`src/hdl/bels_pkg.sv`:
```
// Shared types and constants for the button event and link supervisor.
package bels_pkg;

	localparam int NUM_LEVELS   = 4;   // button level bits carried per poll
	localparam int IDX_W        = 2;   // scan index width, covers NUM_LEVELS
	localparam int TIME_W       = 32;
	localparam int DUR_W        = 16;
	localparam int ALIVE3_W     = DUR_W + 2;
	localparam int NUM_BUTTONS_DEF = 4;

	// configuration register indexes
	localparam int CFG_IDX_W = 3;
	localparam logic [CFG_IDX_W-1:0] REG_LOCKOUT   = 3'd0;
	localparam logic [CFG_IDX_W-1:0] REG_FLASH     = 3'd1;
	localparam logic [CFG_IDX_W-1:0] REG_BLINK     = 3'd2;
	localparam logic [CFG_IDX_W-1:0] REG_ALIVE     = 3'd3;
	localparam logic [CFG_IDX_W-1:0] REG_FAULT     = 3'd4;
	localparam logic [CFG_IDX_W-1:0] REG_INIT_HELD = 3'd5;

	localparam logic [DUR_W-1:0]      LOCKOUT_RST = 16'd50;
	localparam logic [DUR_W-1:0]      FLASH_RST   = 16'd100;
	localparam logic [DUR_W-1:0]      BLINK_RST   = 16'd250;
	localparam logic [ALIVE3_W-1:0]   ALIVE3_RST  = 18'd3000;
	localparam logic [NUM_LEVELS-1:0] HELD_RST    = 4'd0;
	localparam logic [TIME_W-1:0]     STAMP_RST   = 32'd1;

	// result codes
	localparam logic [1:0] KIND_BUTTON = 2'd0;
	localparam logic [1:0] KIND_ACK    = 2'd1;
	localparam logic [1:0] KIND_STATUS = 2'd2;

	localparam logic [1:0] ACT_DOWN   = 2'd0;
	localparam logic [1:0] ACT_UP     = 2'd1;
	localparam logic [1:0] ACT_REPEAT = 2'd2;

	localparam logic [1:0] LED_OFF    = 2'd0;
	localparam logic [1:0] LED_DIM    = 2'd1;
	localparam logic [1:0] LED_BRIGHT = 2'd2;

	localparam logic [7:0] REPEAT_INDEX = 8'hFF;

	typedef struct packed {
		logic                  command;
		logic [TIME_W-1:0]     now_ms;
		logic [NUM_LEVELS-1:0] button_levels;
		logic                  packet_valid;
		logic                  packet_is_alive;
	} in_item_t;

	typedef struct packed {
		logic [1:0]            kind;
		logic [TIME_W-1:0]     stamp;
		logic [NUM_LEVELS-1:0] held_mask;
		logic [7:0]            button_index;
		logic [1:0]            action;
		logic [1:0]            activity_led;
		logic                  error_led;
		logic                  link_lost;
		logic                  last;
	} out_item_t;

	// work classes handed from front to back
	typedef enum logic [1:0] {
		OP_POLL,
		OP_ALIVE,
		OP_PACKET,
		OP_NOP
	} op_t;

	typedef struct packed {
		op_t                   op;
		logic [TIME_W-1:0]     now_ms;
		logic [NUM_LEVELS-1:0] levels;
	} work_t;

	typedef struct packed {
		logic [DUR_W-1:0]    lockout;
		logic [DUR_W-1:0]    flash;
		logic [DUR_W-1:0]    blink;
		logic [ALIVE3_W-1:0] alive3;
		logic                init_fault;
	} cfg_t;

endpackage

```
`src/hdl/bels_front.sv`:
```
// Front end: accepts input items, classifies them and queues work for the back end.
module bels_front (
	input  logic              clk,
	input  logic              arst_n,
	input  logic              in_valid,
	output logic              in_stall,
	input  bels_pkg::in_item_t in_data,
	output logic              work_valid,
	input  logic              work_pop,
	output bels_pkg::work_t   work
);

	localparam int DEPTH = 2;

	bels_pkg::work_t mem_q [DEPTH];
	logic            wr_ptr_q, rd_ptr_q;
	logic [1:0]      count_q;
	bels_pkg::work_t cls;
	logic            push, pop;

	always_comb begin
		cls.now_ms = in_data.now_ms;
		cls.levels = in_data.button_levels;
		priority if (!in_data.command)
			cls.op = bels_pkg::OP_POLL;
		else if (in_data.packet_valid && in_data.packet_is_alive)
			cls.op = bels_pkg::OP_ALIVE;
		else if (in_data.packet_valid)
			cls.op = bels_pkg::OP_PACKET;
		else
			cls.op = bels_pkg::OP_NOP;
	end

	assign in_stall   = (count_q == 2'(DEPTH));
	assign work_valid = (count_q != 2'd0);
	assign work       = mem_q[rd_ptr_q];
	assign push       = in_valid && !in_stall;
	assign pop        = work_pop && work_valid;

	always_ff @(posedge clk) begin
		if (push)
			mem_q[wr_ptr_q] <= cls;
	end

	always_ff @(posedge clk or negedge arst_n) begin
		if (!arst_n) begin
			wr_ptr_q <= 1'b0;
			rd_ptr_q <= 1'b0;
			count_q  <= 2'd0;
		end else begin
			if (push)
				wr_ptr_q <= ~wr_ptr_q;
			if (pop)
				rd_ptr_q <= ~rd_ptr_q;
			count_q <= count_q + 2'(push) - 2'(pop);
		end
	end

endmodule

```
`src/hdl/bels_back.sv`:
```
// Back end: sequencer that scans buttons, runs the LED and link timers and emits results.
module bels_back #(
	parameter int NUM_BUTTONS = bels_pkg::NUM_BUTTONS_DEF
) (
	input  logic                              clk,
	input  logic                              arst_n,
	input  bels_pkg::cfg_t                    cfg,
	input  logic                              held_load,
	input  logic [bels_pkg::NUM_LEVELS-1:0]   held_value,
	input  logic                              work_valid,
	output logic                              work_pop,
	input  bels_pkg::work_t                   work,
	output logic                              out_valid,
	input  logic                              out_stall,
	output bels_pkg::out_item_t               out_data
);

	localparam int SCAN_N = (NUM_BUTTONS < bels_pkg::NUM_LEVELS) ?
		NUM_BUTTONS : bels_pkg::NUM_LEVELS;
	localparam logic [bels_pkg::IDX_W-1:0] SCAN_LAST = bels_pkg::IDX_W'(SCAN_N - 1);

	typedef enum logic [2:0] {
		S_IDLE,
		S_SCAN,
		S_ACT,
		S_ERR,
		S_ACK,
		S_PKT,
		S_STATUS
	} state_t;

	state_t                            state_q;
	bels_pkg::work_t                   cur_q;
	logic [bels_pkg::NUM_LEVELS-1:0]   held_q;
	logic [bels_pkg::TIME_W-1:0]       last_event_q, activity_q, blink_q, stamp_q;
	logic                              lost_q, error_q, scan_en_q, alive_hit_q;
	logic [1:0]                        level_q;
	logic [bels_pkg::IDX_W-1:0]        idx_q;
	logic                              out_valid_q;
	bels_pkg::out_item_t               out_q;

	logic                              slot_free, emit, blocked;
	bels_pkg::out_item_t               res;
	logic [bels_pkg::NUM_LEVELS-1:0]   bit_sel;
	logic                              was, high, change;
	logic [bels_pkg::TIME_W-1:0]       lock_diff, act_diff, blink_diff;

	assign slot_free = !out_valid_q || !out_stall;
	assign bit_sel   = bels_pkg::NUM_LEVELS'(1) << idx_q;
	assign was       = |(held_q & bit_sel);
	assign high      = |(cur_q.levels & bit_sel);
	assign change    = scan_en_q && (was != high);
	assign lock_diff  = work.now_ms - last_event_q;
	assign act_diff   = cur_q.now_ms - activity_q;
	assign blink_diff = cur_q.now_ms - blink_q;
	assign work_pop   = (state_q == S_IDLE) && work_valid;

	always_comb begin
		emit = 1'b0;
		res  = '0;
		unique case (state_q)
			S_SCAN: begin
				if (change) begin
					emit               = 1'b1;
					res.kind           = bels_pkg::KIND_BUTTON;
					res.stamp          = stamp_q;
					res.held_mask      = held_q ^ bit_sel;
					res.button_index   = 8'(idx_q);
					res.action         = high ? bels_pkg::ACT_DOWN : bels_pkg::ACT_UP;
				end
			end
			S_ACK: begin
				emit     = 1'b1;
				res.kind = bels_pkg::KIND_ACK;
			end
			S_PKT: begin
				if (lost_q) begin
					emit             = 1'b1;
					res.kind         = bels_pkg::KIND_BUTTON;
					res.stamp        = stamp_q;
					res.held_mask    = held_q;
					res.button_index = bels_pkg::REPEAT_INDEX;
					res.action       = bels_pkg::ACT_REPEAT;
				end
			end
			S_STATUS: begin
				emit             = 1'b1;
				res.kind         = bels_pkg::KIND_STATUS;
				res.stamp        = stamp_q;
				res.held_mask    = held_q;
				res.activity_led = level_q;
				res.error_led    = error_q;
				res.link_lost    = lost_q;
				res.last         = 1'b1;
			end
			default: ;
		endcase
	end

	assign blocked = emit && !slot_free;

	always_ff @(posedge clk) begin
		if (work_pop)
			cur_q <= work;
		if (emit && slot_free)
			out_q <= res;
	end

	always_ff @(posedge clk or negedge arst_n) begin
		if (!arst_n) begin
			state_q      <= S_IDLE;
			held_q       <= bels_pkg::HELD_RST;
			last_event_q <= '0;
			activity_q   <= '0;
			blink_q      <= '0;
			stamp_q      <= bels_pkg::STAMP_RST;
			lost_q       <= 1'b0;
			error_q      <= 1'b0;
			level_q      <= bels_pkg::LED_OFF;
			scan_en_q    <= 1'b0;
			alive_hit_q  <= 1'b0;
			idx_q        <= '0;
			out_valid_q  <= 1'b0;
		end else begin
			if (emit && slot_free)
				out_valid_q <= 1'b1;
			else if (!out_stall)
				out_valid_q <= 1'b0;

			if (held_load)
				held_q <= held_value;

			if (!blocked) begin
				unique case (state_q)
					S_IDLE: begin
						if (work_valid) begin
							scan_en_q <= lock_diff >= {16'd0, cfg.lockout};
							idx_q     <= '0;
							unique case (work.op)
								bels_pkg::OP_POLL:   state_q <= S_SCAN;
								bels_pkg::OP_ALIVE:  state_q <= S_ACK;
								bels_pkg::OP_PACKET: state_q <= S_PKT;
								bels_pkg::OP_NOP:    state_q <= S_STATUS;
								default:             state_q <= S_STATUS;
							endcase
						end
					end
					S_SCAN: begin
						if (change) begin
							held_q       <= held_q ^ bit_sel;
							stamp_q      <= stamp_q + 32'd1;
							last_event_q <= cur_q.now_ms;
							if (high) begin
								activity_q <= cur_q.now_ms;
								level_q    <= bels_pkg::LED_OFF;
							end
						end
						if (idx_q == SCAN_LAST)
							state_q <= S_ACT;
						else
							idx_q <= idx_q + bels_pkg::IDX_W'(1);
					end
					S_ACT: begin
						if (act_diff >= {16'd0, cfg.flash})
							level_q <= bels_pkg::LED_DIM;
						alive_hit_q <= act_diff >= {14'd0, cfg.alive3};
						state_q     <= S_ERR;
					end
					S_ERR: begin
						if (lost_q) begin
							if (blink_diff >= {16'd0, cfg.blink}) begin
								blink_q <= cur_q.now_ms;
								error_q <= ~error_q;
							end
						end else begin
							error_q <= cfg.init_fault;
							if (alive_hit_q)
								lost_q <= 1'b1;
						end
						state_q <= S_STATUS;
					end
					S_ACK: state_q <= S_PKT;
					S_PKT: begin
						activity_q <= cur_q.now_ms;
						level_q    <= bels_pkg::LED_BRIGHT;
						lost_q     <= 1'b0;
						state_q    <= S_STATUS;
					end
					S_STATUS: state_q <= S_IDLE;
					default:  state_q <= S_IDLE;
				endcase
			end
		end
	end

	assign out_valid = out_valid_q;
	assign out_data  = out_q;

endmodule

```
`src/hdl/button_event_link_supervisor.sv`:
```
// Top level: configuration registers, front end queue and back end sequencer.
// Every input item ends with a status item as its last result.
// A poll steps the back-end sequencer through a scan of min(NUM_BUTTONS, 4) buttons,
// then ACT, ERR and STATUS, a packet through ACK (alive), PKT (valid) and STATUS; a stalled result holds it.
// The front end queues two items, so input transfers continue while the back end works, until the queue is full.
// Reset (arst_n low, asynchronous) restores register defaults, empties the queue and
// output register, clears held buttons and timers and sets the event stamp to 1.
module button_event_link_supervisor #(
	parameter int NUM_BUTTONS = bels_pkg::NUM_BUTTONS_DEF
) (
	input  logic                                clk,
	input  logic                                arst_n,
	input  logic                                in_valid,
	output logic                                in_stall,
	input  bels_pkg::in_item_t                  in_data,
	output logic                                out_valid,
	input  logic                                out_stall,
	output bels_pkg::out_item_t                 out_data,
	input  logic                                wr_en,
	input  logic [bels_pkg::CFG_IDX_W-1:0]      wr_index,
	input  logic [bels_pkg::DUR_W-1:0]          wr_data
);

	bels_pkg::cfg_t  cfg_q;
	logic            held_load;
	logic            work_valid, work_pop;
	bels_pkg::work_t work;

	assign held_load = wr_en && (wr_index == bels_pkg::REG_INIT_HELD);

	always_ff @(posedge clk or negedge arst_n) begin
		if (!arst_n) begin
			cfg_q.lockout    <= bels_pkg::LOCKOUT_RST;
			cfg_q.flash      <= bels_pkg::FLASH_RST;
			cfg_q.blink      <= bels_pkg::BLINK_RST;
			cfg_q.alive3     <= bels_pkg::ALIVE3_RST;
			cfg_q.init_fault <= 1'b0;
		end else if (wr_en) begin
			unique case (wr_index)
				bels_pkg::REG_LOCKOUT: cfg_q.lockout <= wr_data;
				bels_pkg::REG_FLASH:   cfg_q.flash   <= wr_data;
				bels_pkg::REG_BLINK:   cfg_q.blink   <= wr_data;
				// keep three alive periods ready for the link-loss compare
				bels_pkg::REG_ALIVE:
					cfg_q.alive3 <= {2'b00, wr_data} + {1'b0, wr_data, 1'b0};
				bels_pkg::REG_FAULT:   cfg_q.init_fault <= wr_data[0];
				default: ;
			endcase
		end
	end

	bels_front u_front (
		.clk        (clk),
		.arst_n     (arst_n),
		.in_valid   (in_valid),
		.in_stall   (in_stall),
		.in_data    (in_data),
		.work_valid (work_valid),
		.work_pop   (work_pop),
		.work       (work)
	);

	bels_back #(
		.NUM_BUTTONS (NUM_BUTTONS)
	) u_back (
		.clk        (clk),
		.arst_n     (arst_n),
		.cfg        (cfg_q),
		.held_load  (held_load),
		.held_value (wr_data[bels_pkg::NUM_LEVELS-1:0]),
		.work_valid (work_valid),
		.work_pop   (work_pop),
		.work       (work),
		.out_valid  (out_valid),
		.out_stall  (out_stall),
		.out_data   (out_data)
	);

`ifndef ASSERT_OFF
	a_last_is_status: assert property (@(posedge clk) disable iff (!arst_n)
		out_valid |-> (out_data.last == (out_data.kind == bels_pkg::KIND_STATUS)))
		else $error("last flag does not match status kind");

	a_repeat_form: assert property (@(posedge clk) disable iff (!arst_n)
		(out_valid && out_data.action == bels_pkg::ACT_REPEAT) |->
		(out_data.kind == bels_pkg::KIND_BUTTON &&
		 out_data.button_index == bels_pkg::REPEAT_INDEX))
		else $error("malformed repeat packet");

	a_ack_empty: assert property (@(posedge clk) disable iff (!arst_n)
		(out_valid && out_data.kind == bels_pkg::KIND_ACK) |->
		(out_data.stamp == '0 && out_data.held_mask == '0 && !out_data.last))
		else $error("acknowledge carries payload");
`endif

endmodule

```
`config.mk`:
```
export PLATFORM = sky130hd
export DESIGN_NAME = button_event_link_supervisor
export DESIGN_NICKNAME = d
export VERILOG_FILES = /design/src/hdl/bels_pkg.sv /design/src/hdl/bels_front.sv /design/src/hdl/bels_back.sv /design/src/hdl/button_event_link_supervisor.sv
export SDC_FILE = /design/constraint.sdc
export NUM_CORES = 1
export LEC_CHECK = 0
export ABC_AREA = 1
export ABC_CLOCK_PERIOD_IN_PS = 7400
export BUFFER_PORTS_ARGS = -buffer_cell sky130_fd_sc_hd__buf_2
export CORE_ASPECT_RATIO = 0.9
export CORE_MARGIN = 2
export CORE_UTILIZATION = 44
export CTS_BUF_LIST = sky130_fd_sc_hd__clkbuf_4
export CTS_CLUSTER_DIAMETER = 120
export DETAILED_ROUTE_END_ITERATION = 8
export PLACE_DENSITY_LB_ADDON = 0.2
export SLEW_MARGIN = 20
export SYNTH_ARGS = -nofsm -noshare
export SYNTH_HDL_FRONTEND = slang
export SYNTH_HIERARCHICAL = 1
export SYNTH_SLANG_ARGS = --single-unit
export TNS_END_PERCENT = 20
```
`constraint.sdc`:
```
create_clock -name clk -period 7.4 [get_ports clk]
set_input_delay 0.37 -clock clk [delete_from_list [all_inputs] [get_ports clk]]
set_output_delay 0.37 -clock clk [all_outputs]
set_load 0.005 [all_outputs]
```
==> results of run 1 <==
[critical path: cells and delay by family (launching register included)]
kind / cells / cell delay (ps)
compound gates: 5 / 1090
simple gates: 11 / 970
fa+ha+maj: 2 / 610
buf+inv: 1 / 490
flops: 1 / 390
xor+xnor: 1 / 200
[state kept, by name, summed over array words and instances (netlist names), 3 cells and up]
| signal | count |
|---|---|
| u_back/state_q | 3 |
| u_back/out_data | 46 |
| u_back/activity_q | 32 |
| u_back/blink_q | 32 |
| cfg_q | 67 |
| u_back/stamp_q | 32 |
| u_back/cur_q | 36 |
| u_back/held_q | 4 |
| u_back/last_event_q | 32 |
| u_front/mem_q | 76 |
[routing by layer]
metal | routed length [µm] | vias up
li1 | - | 10600
met1 | 31500 | 9666
met2 | 30100 | 489
met3 | 3110 | 128
met4 | 2310 | 0
met5 | 0 | -
[logic make-up (layout without fill, tap and decap cells)]
family | count (synthesis) | after routing | synth area share
adders and majority gates | 191 | 191 | 0.0997
AOI/OAI and AO/OA | 417 | 417 | 0.0938
DFF | 373 | 373 | 0.418
other | 0 | 2 | 0
buffers and inverters | 608 | 926 | 0.101
and+or+nand+nor | 1496 | 1496 | 0.258
xor gates and xnor gates | 82 | 82 | 0.0296
[cells in the mapped netlist (10+ instances only)]
cell type | n | area, µm²
a21oi_1 | 134 | 671
buf_2 | 23 | 115
buf_4 | 17 | 128
dfrtp_1 | 195 | 4880
dfstp_2 | 20 | 526
edfxtp_1 | 158 | 4740
ha_1 | 187 | 2340
inv_1 | 544 | 2040
nand2_1 | 981 | 3680
nand2_2 | 36 | 225
nand3_1 | 108 | 541
nand3_2 | 10 | 100
nand3b_1 | 16 | 120
nand4_1 | 31 | 194
nor2_1 | 235 | 882
nor2_2 | 13 | 81.3
nor3_1 | 35 | 175
nor4_1 | 12 | 75.1
o21ai_0 | 165 | 826
o21ai_1 | 56 | 280
o21ai_2 | 30 | 263
xor2_1 | 73 | 639
[power groups by stage]
stage	logic, mW	registers, mW	clock network (mW)
after floorplan	6.09	3.35	0
after global placement	8.07	3.49	0
after CTS	8.35	3.46	1.91
after global routing	9.54	3.54	2.02
final	8.40	3.47	1.84
after detailed placement	8.26	3.50	0
[metrics by stage]
stage | util | power [mW]
6_report | 0.504 | 13.7
3_3_place_gp | 0.468 | 11.6
2_1_floorplan | - | 9.44
4_1_cts | 0.504 | 13.7
3_5_place_dp | 0.469 | 11.8
5_1_grt | 0.504 | 15.1
[worst min path at each step]
stage,to,slack [ps]
CTS,cfg_q[25]$_DFFE_PN1P_,20
finish,cfg_q[25]$_DFFE_PN1P_,120
global placement,u_front/wr_ptr_q$_DFFE_PN0N_,450
detailed placement,u_front/wr_ptr_q$_DFFE_PN0N_,460
floorplan,cfg_q[0]$_DFFE_PN0P_,70
global route,cfg_q[23]$_DFFE_PN1P_,90
[cell usage in the layout (no fill, tap or decap), drive strengths merged, types with 3 or more instances in the layout]
master,instances
clkbuf,138
inv,554
xor2,73
a21o,3
nand4,31
nor4,12
dlygate4sd3,63
o22ai,5
or2,7
a21boi,3
dfstp,20
o21bai,4
nor3,38
nand2,1018
edfxtp,158
xnor2,9
a21oi,134
nand3,118
nand3b,17
clkinv,40
buf,128
fa,4
and2,4
dfrtp,195
ha,187
o21a,7
nor2,250
o21ai,251
a211oi,4
[layout make-up]
| type | count | area (µm²) | area share |
|---|---|---|---|
| antenna | 2 | 5.00 | 0.000182 |
| clock buffer | 138 | 1040 | 0.0377 |
| clock inverter | 44 | 253 | 0.00921 |
| inverter | 553 | 2080 | 0.0756 |
| multi-input combinational | 2186 | 11700 | 0.427 |
| sequential | 373 | 10100 | 0.370 |
| tap | 705 | 882 | 0.0321 |
| timing repair buffer | 191 | 1330 | 0.0486 |
[timing repair]
action,4_1_cts,5_1_grt
endpoints found under the hold margin,244,0
endpoints found under the setup margin,0,0
hold buffers,63,0
==> results.cfg, run 1 <==
[route]
via_count = 20900
firstDrtPassIters = 7
drc = 0
post_drt_wl_per_cell_um = 16.0
wirelength_um = 67000
via_per_inst = 4.98
ant_nets = 0
drt_iter0_markers = 1233

[worst_setup_path]
rr_worst_depth = 20
arrival_ps = 4610
critPathLaunchType = register
critPathKind = reg2reg
timing.rr.start = u_front/rd_ptr_q$_DFFE_PN0P_
cp.required_ps = 8100
crit_path_end = u_back/scan_en_q$_DFFE_PN0P_
worstReg2RegEnd = u_back/scan_en_q$_DFFE_PN0P_
crit_top_cell = nor2_1
cp-end-kind = register
path_cells = inv_2, nand2_1, nand2_1, ha_1, a21oi_1, nand2_1, a21oi_1, o21ai_0, xor2_1, ha_1, a21oi_1, nor2_1, a211oi_1, nand3_1, nor2_1, nand2_1, nor2_1, nand3_1, nor2_1, nor2_1
critical-path-max-stage-delay_ps = 490
critPathLaunch = u_front/rd_ptr_q$_DFFE_PN0P_
cp_max_fo = 39
r2r_slack_ps = 3490
cp_slowest_cell = inv_2

[floorplan]
initial_core_util = 0.446
num_rows = 81
die_height_um = 227
die-area_um2 = 57100
io_pins = 118
fp.dieW_um = 252
core_area_um2 = 54400

[pwr]
pwr-share-seq = 0.253
swShare = 0.500
pwr-share-comb = 0.613
pwr-share-clk = 0.135
p_int_mw = 6.85
ir_drop_mv = 0.273
power.density_nw_per_um2 = 500
leakagePower_nw = 13.9
switching_power_mw = 6.86

[clock_network]
numCtsBuffers = 98
cts.repair.resized = 0
clk_pin_slew_ps = 70
htree_levels = 3
clk_latency_ps = 890
cts.sinks = 373
cts_tree = done
cts.path.max_buffers = 3
cts_root_buffer = clkbuf_4
cts_setup_buffers = 0

[worst_hold_path]
min-delay-start = wr_index[1]
hold_class = in2reg
min_path_cells = 5

[timing]
fin_ws_ps = 3490
fin_setup_tns_ps = 0
final-hold-violation-count = 0
fmax_mhz = 256
period_minus_slack_ps = 3910
drv_slew = 0
worstMarginPinSlew_ps = 987
setup_viol = 0
relSlewSlack = 0.341
finClkSkew_ps = 90.9
min_period_over_period = 0.528
rsz0062_at_grt = no
holdWs_ps = 115

[grt]
grt-busiest-layer = met2
overflow = 0
met3_usage = 0.0390
grtUsageMet1 = 0.321
grt_use_total = 0.239
grt_pass1_vias = 20800
antenna_found_initial = 2
grt_max_degree = 118
gr-usage-met2 = 0.386
grt_first_pass_wirelength_um = 107000

[finish]
fin_cells = 4192
fillers = 5311
fin_nets = 3657
finish.instance_area_um2 = 27500
syn_to_final_growth_pct = 13.1
drive_above_1_share = 0.119

[run_status]
outcome = complete, no violations

[synthesis]
ys_seq_elements = 373
syn-cell-area_um2 = 24300
yosysSeqAreaShare = 0.418
synth_ff_type = dfrtp_1
syn_nets = 3421
synth_edf_count = 158
synthCells = 3167
synth_cell_types = 52
synth_warnings = 6
synthArstFlopShare = 0.576
syn_avg_cell_area_um2 = 7.66

[place]
dpl.hpwl_um = 52200
finalWeightedCongestion = 0.936
portBuffers = 117
post-place-ws_ps = 3590
place_inst = 3944
dpl-instance-area_um2 = 25500

[job]
cap_violations = 0
(Power assumes the default switching activity.)
==> run 2, diff against run 1 <==
--- a/config.mk
+++ b/config.mk
@@ -6,7 +6,7 @@
 export NUM_CORES = 1
 export LEC_CHECK = 0
 export ABC_AREA = 1
-export ABC_CLOCK_PERIOD_IN_PS = 7400
+export ABC_CLOCK_PERIOD_IN_PS = 3980
 export BUFFER_PORTS_ARGS = -buffer_cell sky130_fd_sc_hd__buf_2
 export CORE_ASPECT_RATIO = 0.9
 export CORE_MARGIN = 2
==> constraint.sdc (replaced) <==
create_clock -name clk -period 3.98 [get_ports clk]
set_input_delay 0.199 -clock clk [delete_from_list [all_inputs] [get_ports clk]]
set_output_delay 0.199 -clock clk [all_outputs]
set_load 0.005 [all_outputs]
==> results.cfg, run 2 (same netlist as run 1, synthesis figures left out) <==
[run_status]
outcome = complete, no violations

[floorplan]
initial_core_util = 0.446
num_rows = 81
io_pins = 118
die_height_um = 227
fp.dieW_um = 252
die-area_um2 = 57100
core_area_um2 = 54400

[clock_network]
htree_levels = 3
cts_tree = done
cts_setup_buffers = 0
numCtsBuffers = 98
clk_pin_slew_ps = 70
cts.path.max_buffers = 3
cts.sinks = 373
clk_latency_ps = 840
cts_root_buffer = clkbuf_4

[worst_setup_path]
cp_slowest_cell = fa_1
cp.required_ps = 4730
rr_worst_depth = 23
path_cells = inv_1, fa_1, nand3b_1, nand2_1, nand2_1, nand2_1, nand3_1, nand2_1, xor2_2, ha_1, nand2_1, inv_1, o21ai_0, nand2_1, a41oi_1, nand3_1, nor2_1, nand3_1, nor2_1, nand2_1, nand2_1, nand2_1, nand2_1
critical-path-max-stage-delay_ps = 480
arrival_ps = 4510
critPathLaunchType = register
crit_top_cell = nand2_1
r2r_slack_ps = 220
worstReg2RegEnd = u_back/level_q[0]$_DFFE_PN0P_
cp-end-kind = register
timing.rr.start = u_back/cur_q[5]$_DFFE_PP_
critPathBufInv = 2
critPathKind = reg2reg
cp_max_fo = 3
cpLargestDelayFamily = simple AND/OR/NAND/NOR gates

[route]
wirelength_um = 67600
via_per_inst = 5.00
via_count = 21100
post_drt_wl_per_cell_um = 16.0
firstDrtPassIters = 5
ant_nets = 0
drc = 0
drt_iter0_markers = 1390

[timing]
drv_slew = 0
holdWs_ps = 37.2
min_period_over_period = 0.945
worstMarginPinSlew_ps = 1110
relSlewSlack = 0.257
finClkSkew_ps = 72.1
fmax_mhz = 266
rsz0062_at_grt = yes
period_minus_slack_ps = 3760
setup_viol = 0
final-hold-violation-count = 0

[finish]
regArea_um2 = 10100
layout_commonest_cell = nand2_1
finish.instance_area_um2 = 27800
multi_input_area_um2 = 11700
syn_to_final_growth_pct = 14.4
mostFrequentLayoutCells = nand2_1 (981), inv_1 (544), nor2_1 (230), dfrtp_1 (195), ha_1 (187)
largest_reg_flops = 76
drive_above_1_share = 0.124
fin_nets = 3685
fin_cells = 4219
final_core_util = 0.510
fillers = 5286
regMostFlops = u_front/mem_q

[pwr]
leakagePower_nw = 14.0
ir_drop_mv = 0.523
power.density_nw_per_um2 = 927

[job]
cap_violations = 0

[grt]
antenna_found_initial = 1
grt_use_total = 0.241
grt_max_degree = 123
overflow = 0
grt_pass1_vias = 20500
grt_first_pass_wirelength_um = 108000

[worst_hold_path]
hold_class = in2async

[place]
portBuffers = 117
dpl-instance-area_um2 = 25600
place_inst = 3956
dpl.hpwl_um = 52700
finalWeightedCongestion = 0.959
-- run 2: routing by layer --
layer  track usage  up-vias  wire, µm
li1              -    10700         -
met5             0        -         0
met4         0.106        0      2530
met2         0.372      578     29400
met3        0.0425      140      3920
met1         0.331     9714     31800
-- run 2: per-stage QoR --
stage / power, mW / setup WS (ps) / setup TNS [ps]
final: 25.7 / 219 / 0
after global routing: 28.3 / -7.93 / -7.93
after CTS: 25.7 / 175 / 0
after detailed placement: 22.0 / 169 / 0
after global placement: 21.7 / 316 / 0
after floorplan: 17.5 / 659 / 0
-- run 2: layout make-up --
| cell class | count | share of cell area |
|---|---|---|
| multi-input cells | 2186 | 0.422 |
| flip-flops and latches | 373 | 0.365 |
| inverters | 553 | 0.0748 |
| repair buffers | 219 | 0.0584 |
| clock buffers | 154 | 0.0416 |
| well taps | 705 | 0.0318 |
| clock inverters | 28 | 0.00550 |
| diodes | 1 | 0.0000901 |
-- run 2: worst max path at each step --
stage	cells past startpoint	from	endpoint
2_1_floorplan	9	u_back/idx_q[0]$_DFFE_PN0P_	u_back/out_data[13]$_DFFE_PP_
3_3_place_gp	24	u_back/cur_q[4]$_DFFE_PP_	u_back/level_q[0]$_DFFE_PN0P_
3_5_place_dp	24	u_back/cur_q[4]$_DFFE_PP_	u_back/level_q[0]$_DFFE_PN0P_
4_1_cts	23	u_back/cur_q[5]$_DFFE_PP_	u_back/level_q[0]$_DFFE_PN0P_
5_1_grt	23	u_back/cur_q[5]$_DFFE_PP_	u_back/level_q[0]$_DFFE_PN0P_
6_report	23	u_back/cur_q[5]$_DFFE_PP_	u_back/level_q[0]$_DFFE_PN0P_
-- run 2: power by group --
part	leakage [nW]	switching (mW)	internal, mW
combinational	9.10	10.3	5.52
sequential	4.13	0.848	5.60
clock	0.773	1.64	1.83
total	14.0	12.8	12.9
-- run 2: worst reg2reg max path, cell delays in order, from the launching register on --
cell and delay (ps):
edfxtp_1 430, inv_1 170, fa_1 480, nand3b_1 170
nand2_1 130, nand2_1 70, nand2_1 120, nand3_1 90
nand2_1 190, xor2_2 280, ha_1 320, nand2_1 90
inv_1 40, o21ai_0 140, nand2_1 90, a41oi_1 180
nand3_1 110, nor2_1 110, nand3_1 80, nor2_1 110
nand2_1 90, nand2_1 100, nand2_1 50, nand2_1 50
-- run 2: repair_timing --
action / in CTS / in global routing
endpoints found under the setup margin: 0 / 3
hold endpoints to repair: 289 / 0
hold buffers: 79 / 0
gates resized for setup: 0 / 4
